==> config.mk <==
export PLATFORM = sky130hd
export DESIGN_NAME = battery_soc_monitor_top_flat
export DESIGN_NICKNAME = d
export VERILOG_FILES = /design/src/rtl/core/bsoc_pkg.sv /design/src/rtl/core/bsoc_if.sv /design/src/rtl/core/bsoc_mul.sv /design/src/rtl/core/bsoc_core.sv /design/src/rtl/core/battery_soc_monitor_top.sv /design/src/flat_wrapper.sv
export SDC_FILE = /design/constraint.sdc
export NUM_CORES = 1
export LEC_CHECK = 0
export ABC_AREA = 1
export BUFFER_PORTS_ARGS = -buffer_cell sky130_fd_sc_hd__buf_2
export CAP_MARGIN = 10
export CORE_MARGIN = 10
export CORE_UTILIZATION = 65
export DETAILED_ROUTE_END_ITERATION = 10
export GPL_TIMING_DRIVEN = 0
export MAX_ROUTING_LAYER = met4
export PLACE_DENSITY = 0.82
export SYNTH_ARGS = -nofsm -noshare
export SYNTH_HDL_FRONTEND = slang
export SYNTH_SLANG_ARGS = --single-unit
==> constraint.sdc <==
create_clock -name clk_i -period 15.9 [get_ports clk_i]
set_input_delay 1.59 -clock clk_i [delete_from_list [all_inputs] [get_ports clk_i]]
set_output_delay 1.59 -clock clk_i [all_outputs]
set_load 0.01 [all_outputs]
==> src/rtl/core/bsoc_pkg.sv <==
// ----------------------------------------------------------------------------
// Battery charge monitor package
// Field widths, register codes, reset values, shared types and the voltage
// to charge segment table used by the battery charge monitor.
// ----------------------------------------------------------------------------
package bsoc_pkg;

  // Widths of the external fields and registers.
  localparam int unsigned MV_W       = 14;
  localparam int unsigned SOC_W      = 10;
  localparam int unsigned LEVEL_W    = 2;
  localparam int unsigned ALPHA_W    = 8;
  localparam int unsigned THR_W      = 10;
  localparam int unsigned CFG_IDX_W  = 2;
  localparam int unsigned CFG_DATA_W = 10;
  localparam int unsigned SLOPE_W    = 2;

  // Fixed voltages and charge limits.
  localparam int unsigned FULL_SCALE_MV = 9900;
  localparam int unsigned RESET_MV      = 7400;
  localparam int unsigned MV_EMPTY      = 6000;
  localparam int unsigned MV_FULL       = 8400;
  localparam int unsigned SOC_MAX       = 1000;

  // Register reset values.
  localparam int unsigned ALPHA_RESET = 26;
  localparam int unsigned LOW_RESET   = 200;
  localparam int unsigned CRIT_RESET  = 100;

  // Register indexes of the configuration channel.
  typedef enum logic [CFG_IDX_W-1:0] {
    CFG_ALPHA = 2'd0,
    CFG_LOW   = 2'd1,
    CFG_CRIT  = 2'd2
  } cfg_idx_e;

  // Charge level codes.
  typedef enum logic [LEVEL_W-1:0] {
    LEVEL_NORMAL   = 2'd0,
    LEVEL_LOW      = 2'd1,
    LEVEL_CRITICAL = 2'd2
  } level_e;

  // Register bank handed to the datapath.
  typedef struct packed {
    logic [ALPHA_W-1:0] alpha;
    logic [THR_W-1:0]   low_thr;
    logic [THR_W-1:0]   crit_thr;
  } cfg_t;

  // One finished result.
  typedef struct packed {
    logic [MV_W-1:0]  mv;
    logic [SOC_W-1:0] soc;
    level_e           level;
    logic             stop;
  } result_t;

  // One linear segment: lower voltage bound, charge at that bound and the
  // slope in quarters of a tenth percent per millivolt.
  typedef struct packed {
    logic [MV_W-1:0]    lo;
    logic [SOC_W-1:0]   base;
    logic [SLOPE_W-1:0] k;
  } seg_t;

  // Segment lookup. A voltage exactly on a boundary uses the upper segment.
  function automatic seg_t seg_of(input logic [MV_W-1:0] mv);
    seg_t s;
    if (mv >= 14'd8000) begin
      s = '{lo: 14'd8000, base: 10'd900, k: 2'd1};
    end else if (mv >= 14'd7600) begin
      s = '{lo: 14'd7600, base: 10'd700, k: 2'd2};
    end else if (mv >= 14'd7200) begin
      s = '{lo: 14'd7200, base: 10'd400, k: 2'd3};
    end else if (mv >= 14'd6800) begin
      s = '{lo: 14'd6800, base: 10'd200, k: 2'd2};
    end else if (mv >= 14'd6400) begin
      s = '{lo: 14'd6400, base: 10'd100, k: 2'd1};
    end else begin
      s = '{lo: 14'd6000, base: 10'd0, k: 2'd1};
    end
    return s;
  endfunction

endpackage

==> src/rtl/core/bsoc_if.sv <==
// ----------------------------------------------------------------------------
// Battery charge monitor channels
// Valid/ready channels for samples, results and register writes.
// ----------------------------------------------------------------------------

// Sample channel: one converter reading and the motion flag per transfer.
interface bsoc_in_if #(
  parameter int unsigned SAMPLE_BITS = 12
) ();
  logic                   valid;
  logic                   ready;
  logic [SAMPLE_BITS-1:0] adc_sample;
  logic                   vehicle_moving;

  modport source (output valid, output adc_sample, output vehicle_moving, input ready);
  modport sink   (input valid, input adc_sample, input vehicle_moving, output ready);
endinterface

// Result channel: one gauge reading per transfer.
interface bsoc_out_if import bsoc_pkg::*; ();
  logic               valid;
  logic               ready;
  logic [MV_W-1:0]    filtered_millivolts;
  logic [SOC_W-1:0]   charge_tenths;
  logic [LEVEL_W-1:0] charge_level;
  logic               stop_request;

  modport source (output valid, output filtered_millivolts, output charge_tenths,
                  output charge_level, output stop_request, input ready);
  modport sink   (input valid, input filtered_millivolts, input charge_tenths,
                  input charge_level, input stop_request, output ready);
endinterface

// Register write channel.
interface bsoc_cfg_if import bsoc_pkg::*; ();
  logic                  valid;
  logic                  ready;
  logic [CFG_IDX_W-1:0]  index;
  logic [CFG_DATA_W-1:0] data;

  modport source (output valid, output index, output data, input ready);
  modport sink   (input valid, input index, input data, output ready);
endinterface

==> src/rtl/core/bsoc_mul.sv <==
// ----------------------------------------------------------------------------
// Battery charge monitor shared multiplier
// Unsigned multiplier with a registered product, shared by the scaling,
// filter and segment steps of the sequencer.
// ----------------------------------------------------------------------------
module bsoc_mul #(
  parameter int unsigned AW = 22,
  parameter int unsigned BW = 14
) (
  input  logic             clk_i,
  input  logic [AW-1:0]    a_i,
  input  logic [BW-1:0]    b_i,
  output logic [AW+BW-1:0] p_o
);

  logic [AW+BW-1:0] p_q;
  logic [AW+BW-1:0] p_d;

  // Full-width product of the selected operands.
  assign p_d = (AW+BW)'(a_i) * (AW+BW)'(b_i);

  // The product is registered and appears in the cycle after the operands are presented.
  always_ff @(posedge clk_i) begin
    p_q <= p_d;
  end

  assign p_o = p_q;

endmodule

==> src/rtl/core/bsoc_core.sv <==
// ----------------------------------------------------------------------------
// Battery charge monitor sequencer
// Scales one sample, runs the exponential filter and maps the filtered
// voltage to a charge reading, reusing one multiplier step by step.
// ----------------------------------------------------------------------------
module bsoc_core import bsoc_pkg::*; #(
  parameter int unsigned SAMPLE_BITS   = 12,
  parameter int unsigned FRACTION_BITS = 8
) (
  input  logic                   clk_i,
  input  logic                   rst_ni,
  input  logic                   in_valid_i,
  output logic                   in_ready_o,
  input  logic [SAMPLE_BITS-1:0] adc_sample_i,
  input  logic                   vehicle_moving_i,
  input  cfg_t                   cfg_i,
  output logic                   res_valid_o,
  input  logic                   res_ready_i,
  output result_t                res_o
);

  localparam int unsigned STATE_W = MV_W + FRACTION_BITS;
  localparam int unsigned PROD_W  = STATE_W + MV_W;
  localparam int unsigned DIV_W   = SAMPLE_BITS + MV_W;
  localparam int unsigned PW      = STATE_W + ALPHA_W;

  localparam logic [SAMPLE_BITS-1:0] MAX_CODE   = '1;
  localparam logic [STATE_W-1:0]     FILT_RESET = STATE_W'(RESET_MV) << FRACTION_BITS;
  localparam logic [STATE_W-1:0]     FILT_MAX   = STATE_W'(FULL_SCALE_MV) << FRACTION_BITS;
  localparam logic [PW-1:0]          ROUND_UP   = PW'((1 << ALPHA_W) - 1);

  typedef enum logic [9:0] {
    S_IDLE      = 10'b00_0000_0001,
    S_SCALE     = 10'b00_0000_0010,
    S_DIV_INIT  = 10'b00_0000_0100,
    S_DIV       = 10'b00_0000_1000,
    S_FILT_DIFF = 10'b00_0001_0000,
    S_FILT_MUL  = 10'b00_0010_0000,
    S_FILT_UPD  = 10'b00_0100_0000,
    S_SEG       = 10'b00_1000_0000,
    S_SOC_MUL   = 10'b01_0000_0000,
    S_SOC_FIN   = 10'b10_0000_0000
  } state_e;

  state_e state_q, state_d;
  logic   busy_done_q, busy_done_d;

  logic [SAMPLE_BITS-1:0] code_q, code_d;
  logic                   moving_q, moving_d;
  logic [DIV_W-1:0]       rem_q, rem_d;
  logic [MV_W-1:0]        quot_q, quot_d;
  logic [STATE_W-1:0]     diff_q, diff_d;
  logic                   down_q, down_d;
  logic [STATE_W-1:0]     filt_q, filt_d;
  logic [MV_W-1:0]        mv_q, mv_d;
  seg_t                   seg_q, seg_d;
  logic                   full_q, full_d;
  logic                   empty_q, empty_d;
  result_t                res_q, res_d;

  logic [STATE_W-1:0] mul_a;
  logic [MV_W-1:0]    mul_b;
  logic [PROD_W-1:0]  mul_p;

  logic [MV_W-1:0]        div_hi;
  logic [SAMPLE_BITS-1:0] div_lo;
  logic [STATE_W-1:0]     target;
  logic [PW-1:0]          filt_p;
  logic [PW-1:0]          filt_p_up;
  logic [SOC_W-1:0]       seg_off;
  logic [SOC_W-1:0]       soc;
  level_e                 level;

  // Shared multiplier.
  bsoc_mul #(
    .AW (STATE_W),
    .BW (MV_W)
  ) u_mul (
    .clk_i (clk_i),
    .a_i   (mul_a),
    .b_i   (mul_b),
    .p_o   (mul_p)
  );

  // Operand selection for the multiplier, one use per step.
  always_comb begin
    mul_a = '0;
    mul_b = '0;
    unique case (state_q)
      S_SCALE: begin
        mul_a = STATE_W'(code_q);
        mul_b = MV_W'(FULL_SCALE_MV);
      end
      S_FILT_MUL: begin
        mul_a = diff_q;
        mul_b = MV_W'(cfg_i.alpha);
      end
      S_SOC_MUL: begin
        mul_a = STATE_W'(mv_q - seg_q.lo);
        mul_b = MV_W'(seg_q.k);
      end
      default: ;
    endcase
  end

  // Division by the full-scale code 2^n-1: fold the high part back onto the
  // low part until the remainder fits in n bits.
  assign div_hi = rem_q[DIV_W-1:SAMPLE_BITS];
  assign div_lo = rem_q[SAMPLE_BITS-1:0];

  assign target    = {quot_q, {FRACTION_BITS{1'b0}}};
  assign filt_p    = mul_p[PW-1:0];
  assign filt_p_up = filt_p + ROUND_UP;
  assign seg_off   = mul_p[SOC_W+1:2];

  // Charge value with both clamps and the level decision.
  always_comb begin
    if (full_q) begin
      soc = SOC_W'(SOC_MAX);
    end else if (empty_q) begin
      soc = '0;
    end else begin
      soc = seg_q.base + seg_off;
    end
    if (soc <= cfg_i.crit_thr) begin
      level = LEVEL_CRITICAL;
    end else if (soc <= cfg_i.low_thr) begin
      level = LEVEL_LOW;
    end else begin
      level = LEVEL_NORMAL;
    end
  end

  // Sequencer and datapath updates.
  always_comb begin
    state_d     = state_q;
    busy_done_d = busy_done_q;
    code_d      = code_q;
    moving_d    = moving_q;
    rem_d       = rem_q;
    quot_d      = quot_q;
    diff_d      = diff_q;
    down_d      = down_q;
    filt_d      = filt_q;
    mv_d        = mv_q;
    seg_d       = seg_q;
    full_d      = full_q;
    empty_d     = empty_q;
    res_d       = res_q;

    unique case (state_q)
      S_IDLE: begin
        if (busy_done_q) begin
          if (res_ready_i) begin
            busy_done_d = 1'b0;
          end
        end else if (in_valid_i) begin
          code_d   = adc_sample_i;
          moving_d = vehicle_moving_i;
          state_d  = S_SCALE;
        end
      end
      S_SCALE: begin
        state_d = S_DIV_INIT;
      end
      S_DIV_INIT: begin
        rem_d   = mul_p[DIV_W-1:0];
        quot_d  = '0;
        state_d = S_DIV;
      end
      S_DIV: begin
        if (div_hi != '0) begin
          quot_d = quot_q + div_hi;
          rem_d  = DIV_W'(div_hi) + DIV_W'(div_lo);
        end else begin
          if (div_lo == MAX_CODE) begin
            quot_d = quot_q + MV_W'(1);
          end
          state_d = S_FILT_DIFF;
        end
      end
      S_FILT_DIFF: begin
        if (target >= filt_q) begin
          diff_d = target - filt_q;
          down_d = 1'b0;
        end else begin
          diff_d = filt_q - target;
          down_d = 1'b1;
        end
        state_d = S_FILT_MUL;
      end
      S_FILT_MUL: begin
        state_d = S_FILT_UPD;
      end
      S_FILT_UPD: begin
        // A falling step rounds toward minus infinity.
        if (down_q) begin
          filt_d = filt_q - STATE_W'(filt_p_up >> ALPHA_W);
        end else begin
          filt_d = filt_q + STATE_W'(filt_p >> ALPHA_W);
        end
        state_d = S_SEG;
      end
      S_SEG: begin
        mv_d    = filt_q[STATE_W-1:FRACTION_BITS];
        seg_d   = seg_of(filt_q[STATE_W-1:FRACTION_BITS]);
        full_d  = filt_q[STATE_W-1:FRACTION_BITS] >= MV_W'(MV_FULL);
        empty_d = filt_q[STATE_W-1:FRACTION_BITS] <= MV_W'(MV_EMPTY);
        state_d = S_SOC_MUL;
      end
      S_SOC_MUL: begin
        state_d = S_SOC_FIN;
      end
      S_SOC_FIN: begin
        res_d.mv    = mv_q;
        res_d.soc   = soc;
        res_d.level = level;
        res_d.stop  = (level == LEVEL_CRITICAL) && moving_q;
        busy_done_d = 1'b1;
        state_d     = S_IDLE;
      end
      default: state_d = S_IDLE;
    endcase
  end

  // Control state.
  always_ff @(posedge clk_i or negedge rst_ni) begin
    if (!rst_ni) begin
      state_q     <= S_IDLE;
      busy_done_q <= 1'b0;
      filt_q      <= FILT_RESET;
    end else begin
      state_q     <= state_d;
      busy_done_q <= busy_done_d;
      filt_q      <= filt_d;
    end
  end

  // Working registers.
  always_ff @(posedge clk_i) begin
    code_q   <= code_d;
    moving_q <= moving_d;
    rem_q    <= rem_d;
    quot_q   <= quot_d;
    diff_q   <= diff_d;
    down_q   <= down_d;
    mv_q     <= mv_d;
    seg_q    <= seg_d;
    full_q   <= full_d;
    empty_q  <= empty_d;
    res_q    <= res_d;
  end

  // A new sample is taken only when no finished result is waiting here.
  assign in_ready_o  = (state_q == S_IDLE) && !busy_done_q;
  assign res_valid_o = (state_q == S_IDLE) && busy_done_q;
  assign res_o       = res_q;

  // The filter never leaves the converter's full-scale range.
  a_filt_range: assert property (@(posedge clk_i) disable iff (!rst_ni)
    filt_q <= FILT_MAX)
    else $error("filter state above full scale");

  // Every folding step of the division shrinks the remainder.
  a_div_shrinks: assert property (@(posedge clk_i) disable iff (!rst_ni)
    (state_q == S_DIV && div_hi != '0) |=> (rem_q < $past(rem_q)))
    else $error("division remainder did not shrink");

  // The scaled sample never exceeds full scale.
  a_quot_range: assert property (@(posedge clk_i) disable iff (!rst_ni)
    (state_q == S_FILT_DIFF) |-> (quot_q <= MV_W'(FULL_SCALE_MV)))
    else $error("scaled sample above full scale");

  // After a sample transfer the sequencer is busy.
  a_busy: assert property (@(posedge clk_i) disable iff (!rst_ni)
    (in_valid_i && in_ready_o) |=> !in_ready_o)
    else $error("sample taken while busy");

  // A delivered charge is never above one hundred percent.
  a_soc_range: assert property (@(posedge clk_i) disable iff (!rst_ni)
    res_valid_o |-> (res_q.soc <= SOC_W'(SOC_MAX)))
    else $error("charge above full");

endmodule

==> src/rtl/core/battery_soc_monitor_top.sv <==
// ----------------------------------------------------------------------------
// Battery charge monitor
// Voltage based state of charge gauge with a filtered voltage, a charge
// reading in tenths of a percent, a level and a stop request.
// ----------------------------------------------------------------------------
// Each sample transfer yields exactly one result transfer. A sample is worked
// on by a small sequencer that reuses one multiplier for the scaling, the
// filter step and the segment slope; the scaling divides by the full-scale
// code through a folding loop. The next sample is taken only once the
// sequencer has handed its finished result to the output register. The
// finished result sits in an output register, so the next sample is
// accepted while the previous result still waits; a second finished result
// holds the sequencer until the first one is taken. The register channel
// is always ready; write it only while no sample is in flight.
module battery_soc_monitor_top import bsoc_pkg::*; #(
  parameter int unsigned SAMPLE_BITS   = 12,
  parameter int unsigned FRACTION_BITS = 8
) (
  input  logic      clk_i,
  input  logic      rst_ni,
  bsoc_in_if.sink   in_i,
  bsoc_out_if.source out_o,
  bsoc_cfg_if.sink  cfg_i
);

  logic [ALPHA_W-1:0] alpha_q, alpha_d;
  logic [THR_W-1:0]   low_q, low_d;
  logic [THR_W-1:0]   crit_q, crit_d;
  cfg_t               cfg;

  logic    res_valid;
  logic    res_ready;
  result_t res;
  logic    out_valid_q, out_valid_d;
  result_t out_q, out_d;

  // Register writes; indexes beyond the list are ignored.
  assign cfg_i.ready = 1'b1;

  always_comb begin
    alpha_d = alpha_q;
    low_d   = low_q;
    crit_d  = crit_q;
    if (cfg_i.valid) begin
      unique case (cfg_i.index)
        CFG_ALPHA: alpha_d = cfg_i.data[ALPHA_W-1:0];
        CFG_LOW:   low_d   = cfg_i.data[THR_W-1:0];
        CFG_CRIT:  crit_d  = cfg_i.data[THR_W-1:0];
        default: ;
      endcase
    end
  end

  always_ff @(posedge clk_i or negedge rst_ni) begin
    if (!rst_ni) begin
      alpha_q <= ALPHA_W'(ALPHA_RESET);
      low_q   <= THR_W'(LOW_RESET);
      crit_q  <= THR_W'(CRIT_RESET);
    end else begin
      alpha_q <= alpha_d;
      low_q   <= low_d;
      crit_q  <= crit_d;
    end
  end

  assign cfg.alpha    = alpha_q;
  assign cfg.low_thr  = low_q;
  assign cfg.crit_thr = crit_q;

  // Sequencer.
  bsoc_core #(
    .SAMPLE_BITS   (SAMPLE_BITS),
    .FRACTION_BITS (FRACTION_BITS)
  ) u_core (
    .clk_i            (clk_i),
    .rst_ni           (rst_ni),
    .in_valid_i       (in_i.valid),
    .in_ready_o       (in_i.ready),
    .adc_sample_i     (in_i.adc_sample[SAMPLE_BITS-1:0]),
    .vehicle_moving_i (in_i.vehicle_moving),
    .cfg_i            (cfg),
    .res_valid_o      (res_valid),
    .res_ready_i      (res_ready),
    .res_o            (res)
  );

  // Output register: loads when empty or when its result is being taken.
  assign res_ready = !out_valid_q || out_o.ready;

  always_comb begin
    out_valid_d = out_valid_q;
    out_d       = out_q;
    if (res_valid && res_ready) begin
      out_valid_d = 1'b1;
      out_d       = res;
    end else if (out_o.ready) begin
      out_valid_d = 1'b0;
    end
  end

  always_ff @(posedge clk_i or negedge rst_ni) begin
    if (!rst_ni) begin
      out_valid_q <= 1'b0;
    end else begin
      out_valid_q <= out_valid_d;
    end
  end

  always_ff @(posedge clk_i) begin
    out_q <= out_d;
  end

  assign out_o.valid               = out_valid_q;
  assign out_o.filtered_millivolts = out_q.mv;
  assign out_o.charge_tenths       = out_q.soc;
  assign out_o.charge_level        = out_q.level;
  assign out_o.stop_request        = out_q.stop;

endmodule

==> src/flat_wrapper.sv <==
// flat-port wrapper written by rule: the top's interface ports become plain ports
module battery_soc_monitor_top_flat import bsoc_pkg::*;
#(
  parameter int unsigned SAMPLE_BITS   = 12,
  parameter int unsigned FRACTION_BITS = 8
)
  (clk_i, rst_ni, in_i_valid, in_i_adc_sample, in_i_vehicle_moving, in_i_ready, out_o_valid, out_o_filtered_millivolts, out_o_charge_tenths, out_o_charge_level, out_o_stop_request, out_o_ready, cfg_i_valid, cfg_i_index, cfg_i_data, cfg_i_ready);
  bsoc_in_if #(.SAMPLE_BITS(SAMPLE_BITS)) in_i_i ();
  bsoc_out_if out_o_i ();
  bsoc_cfg_if cfg_i_i ();
  input  logic clk_i;
  input  logic rst_ni;
  input wire logic [$bits(in_i_i.valid)-1:0] in_i_valid;
  input wire logic [$bits(in_i_i.adc_sample)-1:0] in_i_adc_sample;
  input wire logic [$bits(in_i_i.vehicle_moving)-1:0] in_i_vehicle_moving;
  output wire logic [$bits(in_i_i.ready)-1:0] in_i_ready;
  output wire logic [$bits(out_o_i.valid)-1:0] out_o_valid;
  output wire logic [$bits(out_o_i.filtered_millivolts)-1:0] out_o_filtered_millivolts;
  output wire logic [$bits(out_o_i.charge_tenths)-1:0] out_o_charge_tenths;
  output wire logic [$bits(out_o_i.charge_level)-1:0] out_o_charge_level;
  output wire logic [$bits(out_o_i.stop_request)-1:0] out_o_stop_request;
  input wire logic [$bits(out_o_i.ready)-1:0] out_o_ready;
  input wire logic [$bits(cfg_i_i.valid)-1:0] cfg_i_valid;
  input wire logic [$bits(cfg_i_i.index)-1:0] cfg_i_index;
  input wire logic [$bits(cfg_i_i.data)-1:0] cfg_i_data;
  output wire logic [$bits(cfg_i_i.ready)-1:0] cfg_i_ready;
  assign in_i_i.valid = in_i_valid;
  assign in_i_i.adc_sample = in_i_adc_sample;
  assign in_i_i.vehicle_moving = in_i_vehicle_moving;
  assign in_i_ready = in_i_i.ready;
  assign out_o_valid = out_o_i.valid;
  assign out_o_filtered_millivolts = out_o_i.filtered_millivolts;
  assign out_o_charge_tenths = out_o_i.charge_tenths;
  assign out_o_charge_level = out_o_i.charge_level;
  assign out_o_stop_request = out_o_i.stop_request;
  assign out_o_i.ready = out_o_ready;
  assign cfg_i_i.valid = cfg_i_valid;
  assign cfg_i_i.index = cfg_i_index;
  assign cfg_i_i.data = cfg_i_data;
  assign cfg_i_ready = cfg_i_i.ready;
  battery_soc_monitor_top #(.SAMPLE_BITS(SAMPLE_BITS), .FRACTION_BITS(FRACTION_BITS)) u_core (.clk_i(clk_i), .rst_ni(rst_ni), .in_i(in_i_i), .out_o(out_o_i), .cfg_i(cfg_i_i));
endmodule
==> reports/results.tsv <==
metric	value	unit
area grow syn2layout	8.97	%
slowest stage cell, crit path	fa_1	
Worst-Margin Slew	1070	ps
die area	44100	sq um
Routed WL	70600	microns
routability cong.	1.04	
status	finished clean	
PortBufs	58	
Root Buffer	clkbuf_16	
Total GRT Usage	33.0	%
total number of yosys warnings	0	
Area after DPL	24500	sq um
Sink Count	255	
share of cells above drive strength 1	7.86	%
final non-filler cell area	25600	sq um
Power per Cell Area	104	nW/um^2
Logic pwr share	40.5	%
GRT Residual Overflow	0	
Post-Route Utilization	71.8	%
min Tclk post-route	7650	ps
sequential cell area fraction in the yosys report	30.1	%
Die Y	210	microns
critical path class	reg -> reg	
routed len/inst	20.4	microns
net switching power	1.09	mW
Finished Layout Cells	3464	
Most common cell on crit path	fa_1	
Num CTS Buffers	28	
Setup TNS Final	0	ps
DRC	0	
Nets	3400	
crit end category	register	
Internal	1.56	mW
FMAX	131	MHz
final hold violations	0	
setup bufs post-CTS	0	
Clock Path Buffers	3	
clock share of power	27.3	%
post-DP HPWL	57500	microns
Power Total	2.65	mW
TritonCTS clock tree	built	
Synth cell types	61	
first-pass GRT wire length	111000	microns
Antenna Nets Post-Route	0	
Async S/R FF share, synth	24.3	%
Worst-path clk slew	60	ps
HP Class	reg -> reg	
commonest non-fill, non-tap cell in the layout	nand2_1	
vias per cell	5.84	
hold-fix buffers at CTS	0	
Worst slew margin	28.9	%
Sw Share	41.1	%
H-tree Lvls	1	
antenna violations before repair	0	
MaxCap Viol Count	0	
most frequent cells in the layout	nand2_1 (607), inv_1 (520), nor2_1 (242), ha_1 (215), fa_1 (175)	
RSZ-0062 raised after global routing	false	
clk_lat worst skew	590	ps
Pleak	12.9	nW
Pre-antenna DRT Iters	9	
CP startpoint kind	register	
Initial Utilization	65.9	%
crit-path max FO	10	
Setup Skew	46.8	ps
Max IR drop VDD	0.114	mV
Core ar.	35600	sq um
via count	20200	
DP Cell Count	3411	
Final period util	48.1	%
CP Data Arrival Time	8110	ps
final setup vio count	0	
EDFF count, synth	163	
Mapped Avg Cell Area	8.18	sq um
Synth Register Bits	255	
Syn Std Cell Area	23500	sq um
Die W	210	microns
Mapped Cells	2866	
Ports	60	
number of global-route vias before repair	20100	
post-CTS sizing	0	
count of final max-slew check failures	0	
largest net degree at the start of global routing	33	
Worst Path Required	16360	ps
max incr delay on CP	640	ps
Filler cells	2674	
Row Count	69	
Flop pwr share	32.2	%
First DRT Iteration DRCs	1883	
Top FF cell, synth	edfxtp_1	
==> power by group through the flow <==
stage / Combinational [mW] / Sequential (mW) / Clock, mW
final: 1.07 / 0.852 / 0.723
after global routing: 1.18 / 0.853 / 0.751
after CTS: 1.05 / 0.848 / 0.725
after detailed placement: 1.04 / 0.859 / 0
after global placement: 1.00 / 0.860 / 0
after floorplan: 0.720 / 0.828 / 0
==> through the flow <==
step	setup WS (ps)	hold WS [ps]
finish	8250	420
global route	7700	425
CTS	8390	419
detailed placement	8440	405
global placement	8550	403
floorplan	9480	400
==> synth_stat cells (33+ instances only) <==
library cell	number	area, sq um
inv_1	520	1950
edfxtp_1	163	4890
a21oi_1	172	861
o21ai_0	138	691
nand3_1	108	541
fa_1	175	3500
xor2_1	74	648
nand4_1	33	206
nor3_1	37	185
nor2_1	244	916
ha_1	215	2690
dfrtp_1	45	1130
nand2_1	607	2280
==> registers in the layout, summed over array words and instances (netlist names), 12 cells and up <==
name                              flops
u_core.u_core.u_mul.p_o              30
u_core.u_core.res_o                  27
u_core.u_core.rem_q                  26
u_core.u_core.diff_q                 22
u_core.u_core.filt_q                 22
u_core.u_core.seg_q                  17
u_core.out_o.filtered_millivolts     14
u_core.u_core.mv_q                   14
u_core.u_core.quot_q                 14
u_core.u_core.code_q                 12
==> logic make-up (layout without fill, tap and decap cells) <==
kind of cell	after synthesis	after routing	synth area share, %
DFF	255	255	30.1
AOI/OAI and AO/OA	416	416	9.85
other	2	21	0.0320
adders and majority gates	390	390	26.4
xor gates and xnor gates	92	92	3.44
and+or+nand+nor	1108	1108	20.1
buffers and inverters	603	721	10.0
==> final cells by class <==
cell class | instances | area, sq um | area share [%]
clock inverters | 16 | 254 | 0.994
diodes | 1 | 2.50 | 0.00979
flip-flops and latches | 255 | 7070 | 27.7
well taps | 461 | 577 | 2.26
plain buffers | 64 | 319 | 1.25
multi-input cells | 2026 | 14100 | 55.3
clock buffers | 36 | 786 | 3.07
inverters | 539 | 2030 | 7.93
repair buffers | 66 | 397 | 1.55
==> routing by layer <==
layer	vias up	share of wire, %	track usage [%]
li1	9415	-	-
met1	9548	41	42.8
met2	1065	44	50.2
met3	192	9.2	5.37
met4	0	5.4	15.0
met5	-	0	-
==> worst max-delay path, delay by kind of cell, from the launching register on <==
kind                       cells  cell delay (ps)
adders and majority gates      9             3960
and+or+nand+nor               11             1170
DFF                            1              430
buffers and inverters          7              770
AOI/OAI and AO/OA              5             1010
xor gates and xnor gates       1              210
==> final timing paths <==
path	start	to	slack (ps)	cells past startpoint
max	u_core.u_core.mv_q[4]	u_core.u_core.u_mul.p_o[26]	8250	33
min	u_core.u_core.res_o[25]	u_core.out_o.filtered_millivolts[12]	420	0
max reg2reg	u_core.u_core.mv_q[4]	u_core.u_core.u_mul.p_o[26]	8250	33
min reg2reg	u_core.u_core.res_o[25]	u_core.out_o.filtered_millivolts[12]	420	0
max in group asynchronous	rst_ni	u_core.u_core.filt_q[13]	14040	2
min in group asynchronous	rst_ni	u_core.low_q[8]	1090	1
No activity file was read; power rests on OpenSTA's default activity.
